<file path="src/sv/gnts_pkg.sv">
`default_nettype none
package gnts_pkg;

  localparam int POS_W       = 8;
  localparam int TYPE_IN_W   = 4;
  localparam int RANGE_W     = 10;
  localparam int CODE_W      = 4;
  localparam int OUT_COORD_W = 11;
  // signed probe coordinates: center 0..255 plus or minus a ring distance below 1023
  localparam int COORD_W     = 12;

  localparam logic KIND_WRITE  = 1'b0;
  localparam logic KIND_SEARCH = 1'b1;

  localparam logic [CODE_W-1:0] INVALID_CODE_RST = 4'd15;

  typedef struct packed {
    logic clr_en;    // write zero at the clearing address
    logic wr_en;     // store the input item's type code
    logic start;     // capture a search item and seed the ring walk
    logic issue;     // read the current probe and step the walk
    logic adv;       // move the read stage forward
    logic load_res;  // put the outcome into the output register
  } dp_cmd_t;

  typedef struct packed {
    logic clr_last;
    logic gen_valid;
    logic p1_valid;
    logic hit;
    logic out_free;
  } dp_status_t;

endpackage
`default_nettype wire

</file>
<file path="src/sv/gnts_ctrl.sv">
`default_nettype none
module gnts_ctrl (
  input  wire                 clk,
  input  wire                 rst_n,
  input  wire                 in_valid,
  input  wire                 in_kind,
  output logic                in_stall,
  input  gnts_pkg::dp_status_t st,
  output gnts_pkg::dp_cmd_t    cmd
);
  import gnts_pkg::*;

  localparam logic [1:0] ST_CLEAR  = 2'd0;
  localparam logic [1:0] ST_IDLE   = 2'd1;
  localparam logic [1:0] ST_SEARCH = 2'd2;

  logic [1:0] state_r;
  logic [1:0] state_nxt;

  always_comb begin
    state_nxt = state_r;
    cmd       = '0;
    in_stall  = 1'b1;
    case (state_r)
      ST_CLEAR: begin
        cmd.clr_en = 1'b1;
        if (st.clr_last) begin
          state_nxt = ST_IDLE;
        end
      end
      ST_IDLE: begin
        in_stall = 1'b0;
        cmd.adv  = 1'b1;
        if (in_valid) begin
          if (in_kind == KIND_WRITE) begin
            cmd.wr_en = 1'b1;
          end else begin
            cmd.start = 1'b1;
            state_nxt = ST_SEARCH;
          end
        end
      end
      ST_SEARCH: begin
        if (st.p1_valid && st.hit) begin
          // hold everything while the previous result still waits
          if (st.out_free) begin
            cmd.load_res = 1'b1;
            cmd.adv      = 1'b1;
            state_nxt    = ST_IDLE;
          end
        end else if (st.gen_valid) begin
          cmd.issue = 1'b1;
          cmd.adv   = 1'b1;
        end else if (st.p1_valid) begin
          cmd.adv = 1'b1;
        end else if (st.out_free) begin
          cmd.load_res = 1'b1;
          state_nxt    = ST_IDLE;
        end
      end
      default: begin
        state_nxt = ST_CLEAR;
      end
    endcase
  end

  always_ff @(posedge clk) begin
    if (!rst_n) begin
      state_r <= ST_CLEAR;
    end else begin
      state_r <= state_nxt;
    end
  end

endmodule
`default_nettype wire

</file>
<file path="config.mk">
export PLATFORM = sky130hd
export DESIGN_NAME = gnts_ctrl
export DESIGN_NICKNAME = d
export VERILOG_FILES = /design/src/sv/gnts_pkg.sv /design/src/sv/gnts_ctrl.sv
export SDC_FILE = /design/constraint.sdc
export NUM_CORES = 1
export LEC_CHECK = 0
export BUFFER_PORTS_ARGS = -buffer_cell sky130_fd_sc_hd__buf_2
export CORE_AREA = 5 5 42 44
export CTS_CLUSTER_SIZE = 8
export DETAILED_ROUTE_END_ITERATION = 8
export DIE_AREA = 0 0 47 49
export PLACE_DENSITY = 0.5
export SLEW_MARGIN = 5
export SYNTH_ARGS = -nofsm -noshare
export SYNTH_HDL_FRONTEND = slang
export SYNTH_SLANG_ARGS = --single-unit
</file>
<file path="constraint.sdc">
create_clock -name clk -period 2.35 [get_ports clk]
set_input_delay 0.235 -clock clk [delete_from_list [all_inputs] [get_ports clk]]
set_output_delay 0.235 -clock clk [all_outputs]
set_load 0.01 [all_outputs]
</file>
* After elaboration in Yosys (flattened, before gate mapping)
Index checks and enable logic that the tools add are counted.
** Word-level totals
- Register bits after elaboration :: 2
- Input bits :: 9
** Cells by class
- Equality and inequality tests :: 7
- Multiplexer cells :: 26
- Reductions and logical operators :: 3
** Operators by type and width (number)
- two-way mux 2 bit :: 11
- two-way mux 1 bit :: 13
- != test 2 bit (second input constant) :: 3
- != test 3 bit (second input constant) :: 2
- case mux 2 bit (3 select lines) :: 1
- AND reduction 5 bit :: 1
- equality test 2 x 1 -> 1 bit (second input constant) :: 1
- equality test 2 bit (second input constant) :: 1
- zero test 2 bit :: 1
- case mux 1 bit (2 select lines) :: 1
- logical AND 1 bit :: 1

* Depth between registers and ports, before layout
- Depth in word-level cells :: 5
- Mapped depth :: 5
- Gate-level depth less buffers :: 5

* Worst setup path before layout
No wires, ideal clock.
- Kind :: reg-to-reg
- From :: register state_r[0]
- To :: register state_r[0]
- Library setup time :: 0.122 ns
- Arrival :: 1.330 ns
- Required time :: 2.228 ns
- Setup slack :: 0.898 ns
- Stages on the path, launching flop included :: 6
- Path buffers :: 0
- Clock period less this slack :: 1.452 ns
- Cell sequence :: dfxtp_1 > inv_1 > ha_1 > nor2b_1 > a2111o_1 > mux2i_1
** Between the ends
- Cells in the longest elaborated chain, start to end :: 5
- Elaborated cells between the ends (all ways) :: 14
- Those cells by class :: eq/ne: 7; mux: 5; reduce/logical: 2
** Ends and longest elaborated chain
- start: declaration :: RTL line gnts_ctrl.sv:17 : logic [1:0] state_r;
- start signal: assignment :: RTL line gnts_ctrl.sv:71 : state_r <= state_nxt;
- two-way mux 2 bit (4 in series)
- case mux 2 bit (3 select lines) :: RTL line gnts_ctrl.sv:24 : case (state_r)
Several ways; a longest one is shown, not always the timed one. The select of a mux whose other input is x is not followed.
A chain may end at the register's enable or synchronous reset.

==> metrics.md <==
| Metric | Value |
|---|---|
| Mapped Area | roughly 230 sq um |
| Synth Warn # | 0 |
| Final period util | 68.91% |
| Final net count | 63 |
| Setup TNS | 0 ns |
| Status | finished, final reports clean |
| Most common cell in the netlist | nand2_1 |
| H-tree depth | 1 |
| Iteration count of the initial detailed-routing pass | 1 |
| Area leader, netlist | ha_1 |
| Multi-input logic area | ~180 sq um |
| Internal Pwr Total | approximately 0.0002 W |
| DR WL/cell | ~8.4 um |
| VDD IR max | 0.3155 mV |
| Asr flop ratio synth | 0% |
| Count of pins over their slew limit | 0 |
| Least-Margin Pin Slew | 0.1838 ns |
| Worst-skew pair later-pin latency | around 0.22 ns |
| Period minus WS final | about 1.6 ns |
| Crit path capture type | output port |
| Vias/cell | about 4.2 |
| DIE WIDTH | ~47 um |
| R2r endpoint | state_r[1] |
| Type of the worst min-delay path | in2reg |
| Crit start category | register |
| Die H | 49 um |
| Distinct cell type count after synthesis | 14 |
| Die area | ~2300 sq um |
| Register name with the most flops | state_r |
| CTS clock-pin slew for the worst setup and hold paths | 0.03 ns |
| Post-CTS setup buffers | 0 |
| Boundary Pins | 16 |
| Wire length of the first global-routing pass | between 900 and 1000 um |
| Area growth from synthesis to layout | 50.81% |
| Worst Hold Endpoint | state_r[0] |
| Syn_nets | 43 |
| Vias in the first global route | roughly 240 |
| Clk network pwr share | ~22% |
| Reg-to-reg slack, setup | between 0.8 and 0.9 ns |
| Gr usage total | between 5 and 6% |
| Port Buffers | 15 |
| Critical path class | reg2out |
| Hold depth | 3 |
| Fillcell total | 167 |
| Synth top area cells | ha_1 (22%), dfxtp_1 (17%), mux2i_1 (8.6%) |
| Reg2Reg Launch Point | state_r[0] |
| Clk sink count | 2 |
| Crit Path Max Fanout | 5 |
| CTS Hold Buffers Added | 0 |
| Post-synth EDFFs | 0 |
| Vias | between 200 and 300 |
| Total gr overflow | 0 |
| Final GP Congestion | ~0.74 |
| Yosys top cell area share | 21.62% |
| Mapped Cells | 30 |
| Slew HR | 87.75% |
| CTS max path bufs | 2 |
| Combinational Power Share | 59.0% |
| P_sw | 0.0001294 W |
| Sequential cell area | between 40 and 50 sq um |
| Layout Cells excl Fill | 64 |
| # setup viols final | 0 |
| CTS tree | done |
| Fmax | 617.5 MHz |
| Leakage power | 0.1901 nW |
| RSZ-0062 raised after global routing | false |
| PD cells | approximately 940 nW/um^2 |
| CTS buffer count | 3 |
| Hpwl dp | a little under 500 um |
| Initial Util | 16.52% |
| Final Skew | 0.003034 ns |
| Cells on worst reg2reg path | 5 |
| Synth Register Bits | 2 |
| Initial drt markers | 0 |
| Routed Antenna Nets | 0 |
| Diodes inserted | 0 |
| Placed cells | slightly above 60 |
| Largest register FFs | 2 |
| Top FF cell, synth | dfxtp_1 |
| Top flop regs | state_r x2 |
| Post-cts sizing count | 0 |
| Share of total power in sequential cells | 18.7% |
| Req. time, crit path | 2.12 ns |
| Worst hold start | rst_n |
| Sw Ratio | around two fifths |
| Row cnt | 14 |
| Top cells by count, synth | nand2_1 (5), ha_1 (4), inv_1 (4) |
| DRC Markers | 0 |
| Clock Tree Root | clkbuf_4 |
| Seq/Total Area, Yosys | approximately 17% |
| Max-Cap Viols | 0 |
| Core box area | 1401 sq um |
| Final Hold Fails | 0 |
| Avg Inst Size Synth | between 7 and 8 sq um |
| Largest net degree at the start of global routing | 6 |
| Final wirelength | approximately 540 um |
| Initial antenna violation count | 0 |
| Fraction of layout cells with a size suffix above 1 | about two fifths |
| Arr. time, crit path | 1.38 ns |
==> kinds of logic after synthesis <==
group           after synthesis  share of synthesized area [%]
mux                           2                          8.649
buf+inv                       4                          6.485
simple gates                 11                          23.78
flops                         2                          17.30
compound gates                7                          22.16
fa+ha+maj                     4                          21.62
==> metrics by stage <==
step / setup WS (ns) / hold WS (ns) / utilization [%] / area [sq um] / total power, W
floorplan: 0.8977 / 0.3823 / - / 231.5 / 0.0001970
global placement: 0.8797 / 0.5089 / 23.30 / 326.6 / 0.0002634
detailed placement: 0.8792 / 0.5048 / 23.30 / 326.6 / 0.0002606
CTS: 0.7018 / 0.3125 / 24.91 / 349.1 / 0.0003379
global route: 0.5711 / 0.3357 / 24.91 / 349.1 / 0.0003704
finish: 0.7306 / 0.3149 / 24.91 / 349.1 / 0.0003281
==> cells in the final DEF, fill, tap and decap left out <==
master | Yosys | routed
a2111o_1 | 1 | 1
dfxtp_1 | 2 | 2
o211ai_1 | 1 | 1
buf_2 | 0 | 15
ha_1 | 4 | 4
clkbuf_4 | 0 | 3
nor2_1 | 1 | 1
inv_1 | 4 | 4
a21boi_0 | 2 | 2
and3_1 | 2 | 2
nand2_1 | 5 | 5
o21a_1 | 1 | 1
mux2i_1 | 2 | 2
o21ai_0 | 2 | 2
and3_2 | 1 | 1
nor2b_1 | 2 | 2
==> cell type report <==
type,count,area share (%)
Clock buffer,3,6.452
Inverter,4,4.301
Multi-Input combinational cell,24,50.54
Sequential cell,2,11.47
Tap cell,16,5.735
Timing Repair Buffer,15,21.51
==> power groups by stage <==
stage | combinational, W | sequential, W | clock (W)
after floorplan | 0.000137 | 0.0000599 | 0
after global routing | 0.000223 | 0.0000646 | 0.0000826
after global placement | 0.000201 | 0.0000623 | 0
final | 0.000194 | 0.0000614 | 0.0000731
after CTS | 0.000199 | 0.0000617 | 0.0000769
after detailed placement | 0.000199 | 0.0000621 | 0
==> worst max path at each step <==
stage,start,to,slack (ns)
after floorplan,state_r[0],state_r[0],0.90
after global placement,state_r[0],state_r[0],0.88
after detailed placement,state_r[0],state_r[0],0.88
after CTS,state_r[0],cmd[1],0.70
after global routing,state_r[0],cmd[1],0.57
final,state_r[0],cmd[1],0.73
==> metal layers <==
layer	wire length (um)	GRT usage (%)	vias up
li1	-	-	140
met1	218	6.550	121
met2	256	8.145	8
met3	61	3.321	0
met4	0	1.382	0
met5	0	0	-
==> critical path: stages (launching register included) <==
cell      delay [ns]
dfxtp_1         0.32
inv_1           0.08
ha_1            0.22
o21a_1          0.15
o21ai_0         0.08
a21boi_0        0.16
buf_2           0.15
No activity file was read; power rests on OpenSTA's default activity.
